===== src/rtl/b64d_pkg.sv =====
`timescale 1ns / 1ps
// ----------------------------------------------------------------------------
// b64d_pkg: shared types and constants of the URL-safe base64 decoder
// Holds the classified character type passed from the front stage to the
// back stage, the queue depth, the default count limit and the alphabet
// lookup function.
// ----------------------------------------------------------------------------
package b64d_pkg;

  localparam int unsigned QUEUE_DEPTH = 2;
  localparam logic [31:0] COUNT_LIMIT_DEFAULT = 32'd65535;
  localparam int unsigned COUNT_W = 16;
  localparam logic [COUNT_W-1:0] COUNT_MAX = '1;

  // One classified character as it travels through the queue.
  typedef struct packed {
    logic       is_valid;
    logic [5:0] sextet;
    logic       eos;
  } b64d_item_t;

  typedef struct packed {
    logic       is_valid;
    logic [5:0] sextet;
  } b64d_class_t;

  // Maps one byte to its six-bit value in the URL-safe alphabet.
  function automatic b64d_class_t sextet_of(input logic [7:0] c);
    b64d_class_t r;
    logic [7:0]  d;
    r = '0;
    d = 8'h00;
    if (c >= 8'h41 && c <= 8'h5A) begin
      d = c - 8'h41;           // 'A'..'Z' -> 0..25
      r.is_valid = 1'b1;
    end else if (c >= 8'h61 && c <= 8'h7A) begin
      d = c - 8'h47;           // 'a'..'z' -> 26..51
      r.is_valid = 1'b1;
    end else if (c >= 8'h30 && c <= 8'h39) begin
      d = c + 8'h04;           // '0'..'9' -> 52..61
      r.is_valid = 1'b1;
    end else if (c == 8'h2D) begin
      d = 8'd62;               // '-'
      r.is_valid = 1'b1;
    end else if (c == 8'h5F) begin
      d = 8'd63;               // '_'
      r.is_valid = 1'b1;
    end
    r.sextet = d[5:0];
    return r;
  endfunction

endpackage


===== src/rtl/b64d_front.sv =====
`timescale 1ns / 1ps
// ----------------------------------------------------------------------------
// b64d_front: input stage of the decoder
// Accepts one character beat, looks it up in the alphabet and holds the
// classified item in a register until the queue takes it.
// ----------------------------------------------------------------------------
module b64d_front
  import b64d_pkg::*;
(
  input  logic       clk,
  input  logic       rst,
  input  logic       in_valid,
  output logic       in_ready,
  input  logic [7:0] in_char,
  input  logic       in_eos,
  output logic       item_valid,
  input  logic       item_ready,
  output b64d_item_t item
);

  logic        held;
  b64d_item_t  held_item;
  b64d_class_t cls;

  assign cls        = sextet_of(in_char);
  assign in_ready   = !held || item_ready;
  assign item_valid = held;
  assign item       = held_item;

  always_ff @(posedge clk) begin
    if (rst) begin
      held <= 1'b0;
    end else if (in_valid && in_ready) begin
      held <= 1'b1;
    end else if (item_ready) begin
      held <= 1'b0;
    end
  end

  always_ff @(posedge clk) begin
    if (in_valid && in_ready) begin
      held_item.is_valid <= cls.is_valid;
      held_item.sextet   <= cls.sextet;
      held_item.eos      <= in_eos;
    end
  end

endmodule


===== src/rtl/b64d_queue.sv =====
`timescale 1ns / 1ps
// ----------------------------------------------------------------------------
// b64d_queue: short queue between the front and back stages
// A small register FIFO that can push and pop in the same cycle.
// ----------------------------------------------------------------------------
module b64d_queue
  import b64d_pkg::*;
(
  input  logic       clk,
  input  logic       rst,
  input  logic       push_valid,
  output logic       push_ready,
  input  b64d_item_t push_item,
  output logic       pop_valid,
  input  logic       pop_ready,
  output b64d_item_t pop_item
);

  localparam int unsigned PTR_W = (QUEUE_DEPTH > 1) ? $clog2(QUEUE_DEPTH) : 1;
  localparam int unsigned CNT_W = $clog2(QUEUE_DEPTH + 1);
  localparam logic [PTR_W-1:0] LAST_PTR = PTR_W'(QUEUE_DEPTH - 1);
  localparam logic [CNT_W-1:0] FULL_CNT = CNT_W'(QUEUE_DEPTH);

  b64d_item_t       slots [QUEUE_DEPTH];
  logic [PTR_W-1:0] wr_ptr;
  logic [PTR_W-1:0] rd_ptr;
  logic [CNT_W-1:0] count;
  logic             do_push;
  logic             do_pop;

  assign push_ready = (count != FULL_CNT);
  assign pop_valid  = (count != '0);
  assign pop_item   = slots[rd_ptr];
  assign do_push    = push_valid && push_ready;
  assign do_pop     = pop_valid && pop_ready;

  always_ff @(posedge clk) begin
    if (rst) begin
      wr_ptr <= '0;
      rd_ptr <= '0;
      count  <= '0;
    end else begin
      if (do_push) begin
        wr_ptr <= (wr_ptr == LAST_PTR) ? '0 : wr_ptr + 1'b1;
      end
      if (do_pop) begin
        rd_ptr <= (rd_ptr == LAST_PTR) ? '0 : rd_ptr + 1'b1;
      end
      if (do_push && !do_pop) begin
        count <= count + 1'b1;
      end else if (do_pop && !do_push) begin
        count <= count - 1'b1;
      end
    end
  end

  always_ff @(posedge clk) begin
    if (do_push) begin
      slots[wr_ptr] <= push_item;
    end
  end

endmodule


===== src/rtl/b64d_back.sv =====
`timescale 1ns / 1ps
// ----------------------------------------------------------------------------
// b64d_back: decode stage of the decoder
// Keeps the group position, leftover bits, halt flag and character count,
// builds one result per classified character and holds it in the output
// register.
// ----------------------------------------------------------------------------
module b64d_back
  import b64d_pkg::*;
#(
  parameter logic [31:0] COUNT_LIMIT = COUNT_LIMIT_DEFAULT
) (
  input  logic               clk,
  input  logic               rst,
  input  logic               item_valid,
  output logic               item_ready,
  input  b64d_item_t         item,
  output logic               out_valid,
  input  logic               out_ready,
  output logic               has_byte,
  output logic [7:0]         out_byte,
  output logic               halted,
  output logic [COUNT_W-1:0] valid_count,
  output logic               string_done
);

  localparam logic [COUNT_W-1:0] COUNT_CAP =
    (COUNT_LIMIT > 32'(COUNT_MAX)) ? COUNT_MAX : COUNT_LIMIT[COUNT_W-1:0];

  logic [1:0]         group_pos;
  logic [5:0]         leftover;
  logic               stopped;
  logic [COUNT_W-1:0] counter;

  logic [1:0]         group_pos_next;
  logic [5:0]         leftover_next;
  logic               stopped_next;
  logic [COUNT_W-1:0] counter_next;
  logic               has_next;
  logic [7:0]         byte_next;
  logic               take;

  assign item_ready = !out_valid || out_ready;
  assign take       = item_valid && item_ready;

  always_comb begin
    group_pos_next = group_pos;
    leftover_next  = leftover;
    stopped_next   = stopped;
    counter_next   = counter;
    has_next       = 1'b0;
    byte_next      = 8'h00;
    if (!stopped) begin
      if (!item.is_valid) begin
        stopped_next = 1'b1;
      end else begin
        unique case (group_pos)
          2'd0: begin
            leftover_next = item.sextet;
          end
          2'd1: begin
            byte_next     = {leftover, item.sextet[5:4]};
            leftover_next = {2'b00, item.sextet[3:0]};
            has_next      = 1'b1;
          end
          2'd2: begin
            byte_next     = {leftover[3:0], item.sextet[5:2]};
            leftover_next = {4'b0000, item.sextet[1:0]};
            has_next      = 1'b1;
          end
          default: begin
            byte_next     = {leftover[1:0], item.sextet};
            leftover_next = 6'd0;
            has_next      = 1'b1;
          end
        endcase
        group_pos_next = group_pos + 2'd1;
        if (counter < COUNT_CAP) begin
          counter_next = counter + 1'b1;
        end
      end
    end
  end

  // Decoder state: the end flag returns everything to reset after the
  // result of that character has been formed.
  always_ff @(posedge clk) begin
    if (rst) begin
      group_pos <= 2'd0;
      leftover  <= 6'd0;
      stopped   <= 1'b0;
      counter   <= '0;
    end else if (take) begin
      if (item.eos) begin
        group_pos <= 2'd0;
        leftover  <= 6'd0;
        stopped   <= 1'b0;
        counter   <= '0;
      end else begin
        group_pos <= group_pos_next;
        leftover  <= leftover_next;
        stopped   <= stopped_next;
        counter   <= counter_next;
      end
    end
  end

  always_ff @(posedge clk) begin
    if (rst) begin
      out_valid <= 1'b0;
    end else if (take) begin
      out_valid <= 1'b1;
    end else if (out_ready) begin
      out_valid <= 1'b0;
    end
  end

  always_ff @(posedge clk) begin
    if (take) begin
      has_byte    <= has_next;
      out_byte    <= byte_next;
      halted      <= stopped_next;
      valid_count <= counter_next;
      string_done <= item.eos;
    end
  end

endmodule


===== src/rtl/base64url_decoder.sv =====
`timescale 1ns / 1ps
// ----------------------------------------------------------------------------
// base64url_decoder: streaming URL-safe base64 decoder
// Takes one encoded character per beat and returns one result beat per
// character: an optional decoded byte, the halt flag, the running count of
// valid characters and the end-of-string echo.
// ----------------------------------------------------------------------------
//
//   Channel   Dir   Payload                                  Marker
//   s_axis    in    tdata[7:0] = in_char                     tlast = end_of_string
//   m_axis    out   tdata[7:0] = out_byte,                   tlast = string_done
//                   tdata[23:8] = valid_count,
//                   tuser[0] = has_byte, tuser[1] = halted
//
// The block accepts one character beat per clock while results are taken and
// returns one result beat per character. A result beat passes the classify
// register, the two-entry queue and the decode output register before it is
// presented on m_axis.
// Reset (rst, synchronous, active high) empties the pipeline and clears the
// decoder state. Either side may stall on its own; while a result beat waits,
// the queue and the classify register hold up to three more character beats
// before the input stalls.
// ----------------------------------------------------------------------------
module base64url_decoder
  import b64d_pkg::*;
#(
  parameter logic [31:0] COUNT_LIMIT = COUNT_LIMIT_DEFAULT
) (
  input  logic        clk,
  input  logic        rst,
  input  logic        s_axis_tvalid,
  output logic        s_axis_tready,
  input  logic [7:0]  s_axis_tdata,   // [7:0] in_char
  input  logic        s_axis_tlast,   // end_of_string
  output logic        m_axis_tvalid,
  input  logic        m_axis_tready,
  output logic [23:0] m_axis_tdata,   // [7:0] out_byte, [23:8] valid_count
  output logic [1:0]  m_axis_tuser,   // [0] has_byte, [1] halted
  output logic        m_axis_tlast    // string_done
);

  // Front stage to queue.
  logic       front_valid;
  logic       front_ready;
  b64d_item_t front_item;

  // Queue to back stage.
  logic       queue_valid;
  logic       queue_ready;
  b64d_item_t queue_item;

  logic               res_has_byte;
  logic [7:0]         res_byte;
  logic               res_halted;
  logic [COUNT_W-1:0] res_count;
  logic               res_done;

  // Classify each character into its six-bit value and a valid flag.
  b64d_front u_front (
    .clk        (clk),
    .rst        (rst),
    .in_valid   (s_axis_tvalid),
    .in_ready   (s_axis_tready),
    .in_char    (s_axis_tdata),
    .in_eos     (s_axis_tlast),
    .item_valid (front_valid),
    .item_ready (front_ready),
    .item       (front_item)
  );

  // Decouples the classify stage from the decode stage.
  b64d_queue u_queue (
    .clk        (clk),
    .rst        (rst),
    .push_valid (front_valid),
    .push_ready (front_ready),
    .push_item  (front_item),
    .pop_valid  (queue_valid),
    .pop_ready  (queue_ready),
    .pop_item   (queue_item)
  );

  // Group tracking, byte assembly and the output register.
  b64d_back #(
    .COUNT_LIMIT (COUNT_LIMIT)
  ) u_back (
    .clk         (clk),
    .rst         (rst),
    .item_valid  (queue_valid),
    .item_ready  (queue_ready),
    .item        (queue_item),
    .out_valid   (m_axis_tvalid),
    .out_ready   (m_axis_tready),
    .has_byte    (res_has_byte),
    .out_byte    (res_byte),
    .halted      (res_halted),
    .valid_count (res_count),
    .string_done (res_done)
  );

  assign m_axis_tdata = {res_count, res_byte};
  assign m_axis_tuser = {res_halted, res_has_byte};
  assign m_axis_tlast = res_done;

endmodule

===== config.mk =====
export PLATFORM = sky130hd
export DESIGN_NAME = base64url_decoder
export DESIGN_NICKNAME = d
export VERILOG_FILES = /design/src/rtl/b64d_pkg.sv /design/src/rtl/b64d_front.sv /design/src/rtl/b64d_queue.sv /design/src/rtl/b64d_back.sv /design/src/rtl/base64url_decoder.sv
export SDC_FILE = /design/constraint.sdc
export NUM_CORES = 1
export LEC_CHECK = 0
export ABC_AREA = 1
export BUFFER_PORTS_ARGS = -buffer_cell sky130_fd_sc_hd__buf_2
export CAP_MARGIN = 30
export CELL_PAD_IN_SITES_DETAIL_PLACEMENT = 1
export CELL_PAD_IN_SITES_GLOBAL_PLACEMENT = 2
export CORE_MARGIN = 2
export CORE_UTILIZATION = 39
export CTS_CLUSTER_DIAMETER = 60
export DETAILED_ROUTE_END_ITERATION = 6
export PLACE_DENSITY = 0.82
export SLEW_MARGIN = 0
export SYNTH_ARGS = -nofsm -noshare
export SYNTH_HDL_FRONTEND = slang
export SYNTH_HIERARCHICAL = 1
export SYNTH_SLANG_ARGS = --single-unit

===== constraint.sdc =====
create_clock -name clk -period 3.35 [get_ports clk]
set_input_delay 0.5025 -clock clk [delete_from_list [all_inputs] [get_ports clk]]
set_output_delay 0.5025 -clock clk [all_outputs]
set_load 0.005 [all_outputs]

# After elaboration in Yosys (flattened, before gate mapping)
# Memories as Yosys holds them, arrays and structs flattened. A register that Yosys moved wholly into a read port is not among the register bits.
# Index checks and enable logic that the tools add are counted.
[classes]
addsub = 9
n_lt_le_gt_ge = 7
eq_ne = 6
muxes = 34
n_bitwise = 1
reduce_logical = 23
[ops]
columns = ["cell", "count"]
rows = [
  ["$mux 16", 4],
  ["$mux 6", 8],
  ["$pmux 8 s3", 1],
  ["$pmux 6 s3", 1],
  ["$add 16x1->16 const B", 1],
  ["$ge 8x7->1 const B", 2],
  ["$le 8x7->1 const B", 2],
  ["$lt 16x16->1 const B", 1],
  ["$mux 1", 15],
  ["$mux 2", 5],
  ["$reduce_bool 2->1", 5],
  ["$eq 8x6->1 const B", 1],
  ["$eq 8x7->1 const B", 1],
  ["$ge 8x6->1 const B", 1],
  ["$le 8x6->1 const B", 1],
  ["$logic_and 1x1->1", 8],
  ["$add 6x3->6 const B", 1],
  ["$sub 6x1->6 const B", 1],
  ["$sub 6x3->6 const B", 1],
  ["$add 2x1->2 const B", 2],
  ["$logic_not 1->1", 4],
  ["$reduce_or 4->1", 1],
  ["$reduce_and 3->1", 1],
  ["$add 1x1->1 const B", 2],
  ["9 further kinds", 10],
]
[word_totals]
ff_bits = 66
ramBits = 16
elab_cells = 98
mem_count = 1
[memory_table]
columns = ["name", "words", "word_bits", "rd", "rd_clocked_by_memory_dff", "wr", "line_no", "rtl"]
rows = [
  ["u_queue.slots", 2, 8, 1, 1, 1, "b64d_queue.sv:24", "b64d_item_t slots [QUEUE_DEPTH];"],
]

# Logic depth before layout (Yosys ltp)
[depth]
ltp_word = 6
ltp_mapped = 12

# By module
# The synthesis kept the hierarchy.
[modules_own_cells]
columns = ["mod", "n_inst", "cells_per_inst", "area_per_inst_um2"]
rows = [
  ["b64d_back", 1, 310, 2678.8],
  ["b64d_front", 1, 158, 1043.5],
  ["b64d_queue", 1, 62, 825.8],
  ["base64url_decoder", 1, 2, 15.0],
]

# Worst setup path after synthesis
# Ideal clock, no wire load.
[synth_timing]
path_type = "in2reg"
startpoint = "in m_axis_tready"
endpoint = "reg u_back.halted, enable pin"
setup_ns = 0.382
arrival_time_ns = 1.582
path_slack_ns = 1.387
cell_stages = 6
path_cell_list = "inv_1 -> nand2_1 -> nand2_1 -> buf_2 -> buf_6 -> inv_1"
[synth_via]
elab_chain_cells = 2
[synth_lines]
columns = ["element", "line_no", "rtl"]
rows = [
  ["from (decl)", "base64url_decoder.sv:36", "input logic m_axis_tready,"],
  ["$logic_or 1x1->1", "b64d_back.sv:43", "assign item_ready = !out_valid || out_ready;"],
  ["named net queue_ready", "base64url_decoder.sv:49", "logic queue_ready;"],
  ["$logic_and 1x1->1", "b64d_back.sv:44", "assign take = item_valid && item_ready;"],
  ["named net u_back.take", "b64d_back.sv:41", "logic take;"],
  ["to (signal assigned)", "b64d_back.sv:122", "halted <= stopped_next;"],
  ["to (decl)", "b64d_back.sv:22", "output logic halted,"],
]
# The timed path passes the listed nets, and every way through them passes these cells.
# A chain may end at the register's enable or synchronous reset.

==> impl_metrics.csv <==
group,metric,value,unit
yosys,synth_top_cell_area_share,33.6,%
run_status,status,"finished clean",
layout,fillerInstances,1338,
timing,drv_slew,0,
worst_setup_path,path_class,"reg2reg",
global_routing,grt_usage,18.8,%
pwr,vdd_ir_drop_max,0.450,mV
timing,fmax,440,MHz
worst_setup_path,cp.arrival,2.48,ns
placed_design,dp_hpwl,8390,um
detailed_routing,drc,0,
floorplan,io_pins,42,
worst_setup_path,crit_required,3.56,ns
cts,hold_buffers,0,
worst_setup_path,cp_slowest_cell,"a21oi_1",
timing,tns,0,ns
cts,post_cts_buffers,0,
yosys,synth-edff-count,51,
worst_setup_path,path_delay_family,"compound AO/OA/AOI/OAI gates",
floorplan,die_w,112,um
worst_setup_path,cp.buffers_inverters,1,
layout,multi_input_area,2030,um^2
placed_design,numPortBuffers,41,
layout,syn_to_final_growth,12.8,%
worst_setup_path,crit_fanout,12,
global_routing,grt_pass1_wl,18700,um
cts,cts_tree,"built",
detailed_routing,route.detailed.wl_per_inst,15.9,um
global_routing,grt_start_max_net_pins,27,
yosys,synth.area.top_cells,"edfxtp_1 34%, dfxtp_1 14%, nand2_1 11%",
timing,fin_skew,0.00595,ns
yosys,synth_common_cells,"139 x nand2_1, 51 x edfxtp_1, 51 x inv_1",
worst_setup_path,crit_chain,"mux2_2 > nand2_2 > a21oi_1 > inv_1 > nand2_1 > a21oi_1",
worst_setup_path,start_kind,"flip-flop",
floorplan,die_height,112,um
detailed_routing,drt_iter0_drc,91,
worst_setup_path,cp_common_cell,"a21oi_1",
worst_hold_path,hold_depth,1,
timing,rsz0062_at_grt,"false",
yosys,synth.yosys.warnings,6,
timing,hold_viol,0,
yosys,syn_nets,560,
cts,clk_path_buf_depth,2,
floorplan,rows,39,
yosys,netlist_instances,532,
floorplan,start_util,40.0,%
worst_setup_path,r2r_cells,6,
cts,ctsResizeCount,0,
timing,relSlewSlack,38.9,%
pwr,powerDensity,679,nW/um^2
yosys,seq_area_frac_synth,47.6,%
cts,clock_latency,0.35,ns
layout,n_antenna_cell,0,
cts,htree_levels,3,
cts,cts_buffers,9,
yosys,synth-seq-cells,83,
yosys,ys.flop_type,"edfxtp_1",
global_routing,overflow,0,
layout,drive_above_1_share,19.2,%
floorplan,core-area,11400,um^2
job,drv_cap,0,
detailed_routing,vias,3656,
yosys,syn_avg_cell_area,8.58,um^2
layout,seq_area,2170,um^2
timing,setup_viol,0,
cts,cts_sinks,83,
detailed_routing,totalWireLength,11400,um
yosys,syn_area,4560,um^2
detailed_routing,drtPass1Iterations,4,
layout,final_nets,596,
detailed_routing,ant_nets,0,
placed_design,gp_congestion,0.846,
timing,post-route-period-util,67.8,%
timing,worst_slew_pin_slew,0.917,ns
worst_setup_path,cp.depth,6,
worst_setup_path,worst_path_largest_cell_delay,0.76,ns
layout,fin_util,45.1,%
worst_hold_path,min_path_type,"in2reg",
global_routing,grt_antenna_before_repair,0,
yosys,async_flop_share,0,%
yosys,synth.most_common_cell,"nand2_1",
yosys,synth_top_area_cell,"edfxtp_1",
detailed_routing,vias_per_cell,5.11,
timing,min_period,2.27,ns
floorplan,die-area,12600,um^2
yosys,ys_types,38,
cts,clk_pin_slew_worst_paths,0.07,ns
pwr,leakage,2.14,nW
cts,cts_root_buf,"clkbuf_16",
global_routing,grt_pass1_vias,3707,
worst_setup_path,setup.worst_path.end_class,"flip-flop",
[state kept, by name (all words and copies together) (netlist names), named ones only]
| register | flops |
|---|---|
| u_queue/slots | 16 |
| u_back/out_valid | 1 |
| u_back/group_pos | 2 |
| u_queue/rd_ptr | 1 |
| u_queue/count | 2 |
| u_back/string_done | 1 |
| u_back/leftover | 6 |
| u_back/has_byte | 1 |
| u_back/stopped | 1 |
| u_back/halted | 1 |
| u_back/counter | 16 |
| u_front/item_valid | 1 |
| u_queue/wr_ptr | 1 |
| u_front/item | 8 |
| u_back/valid_count | 16 |
| u_back/out_byte | 8 |
[final timing paths]
kind	start	end	slack [ns]
worst max register to register	flip-flop	u_back/leftover[1]	1.08
worst min register to register	u_front/item[6]	u_queue/slots[1][6]	0.46
worst max-delay path	flip-flop	u_back/leftover[1]	1.08
worst min-delay path	s_axis_tlast	u_front/item[0]	0.34
[cell type report]
type | count | area share (%)
Clock inverter | 7 | 1.75
Tap cell | 143 | 3.48
Inverter | 60 | 4.40
Multi-Input combinational cell | 370 | 39.4
Timing Repair Buffer | 44 | 4.42
Clock buffer | 9 | 4.38
Sequential cell | 83 | 42.2
[layer usage]
layer / share of wire [%] / track usage, %
met1: 46 / 24.0
met2: 50 / 32.3
met3: 2.7 / 3.35
met4: 1.7 / 6.59
met5: 0 / 0
[where the power goes]
group	switching (W)	internal, W
clock network	0.000450	0.000598
logic	0.000622	0.000309
registers	0.000118	0.00140
[cells in the final DEF (no fill, tap or decap)]
cell type / instances
bufinv_16: 1
clkbuf_16: 9
nand2_4: 2
nand3b_1: 4
nand3_1: 46
a21oi_1: 43
o21ai_1: 1
clkinv_1: 1
o21ai_2: 1
a21oi_2: 3
inv_2: 7
dfxtp_1: 32
clkinv_4: 2
nand4_4: 1
inv_1: 51
nor2_4: 6
xor2_1: 8
a221oi_1: 2
a21o_1: 3
mux2_2: 8
nand2_2: 12
o211a_1: 2
ha_1: 15
nand2_1: 139
inv_6: 1
nor3_1: 4
inv_8: 3
nand3_2: 3
edfxtp_1: 51
buf_2: 41
clkinv_2: 1
a211oi_1: 2
nand4_1: 14
nor2_1: 26
buf_4: 3
nor2_2: 5
o21ai_0: 12
and2_1: 7
nor3_2: 1
[worst register-to-register path, stage by stage (launching register included)]
cell     delay [ns]
dfxtp_1        0.53
mux2_2         0.26
nand2_2        0.12
a21oi_1        0.76
inv_1          0.27
nand2_1        0.13
a21oi_1        0.06
[stage by stage]
| stage | setup WS, ns | power [W] | cells | instance area, um^2 | hold WS (ns) |
|---|---|---|---|---|---|
| finish | 1.08 | 0.00349 | 716 | 5150 | 0.338 |
| global route | 0.785 | 0.00370 | 716 | 5150 | 0.328 |
| CTS | 1.08 | 0.00355 | 716 | 5150 | 0.328 |
| detailed placement | 1.01 | 0.00248 | 700 | 4830 | 0.442 |
| global placement | 1.06 | 0.00243 | 700 | 4830 | 0.426 |
| floorplan | 1.39 | 0.00211 | 532 | 4560 | 0.421 |
[cells by family (layout without fill, tap and decap cells)]
| kind of cell | Yosys count | after routing | share of synthesized area (%) |
|---|---|---|---|
| adder cells (fa/ha/maj) | 15 | 15 | 4.11 |
| AO/OA/AOI/OAI | 69 | 69 | 8.56 |
| buffers and inverters | 79 | 120 | 7.98 |
| AND/OR/NAND/NOR | 270 | 270 | 28.2 |
| flip-flops | 83 | 83 | 47.6 |
| XOR/XNOR | 8 | 8 | 1.54 |
| multiplexers | 8 | 8 | 1.97 |
(Power assumes the default switching activity.)
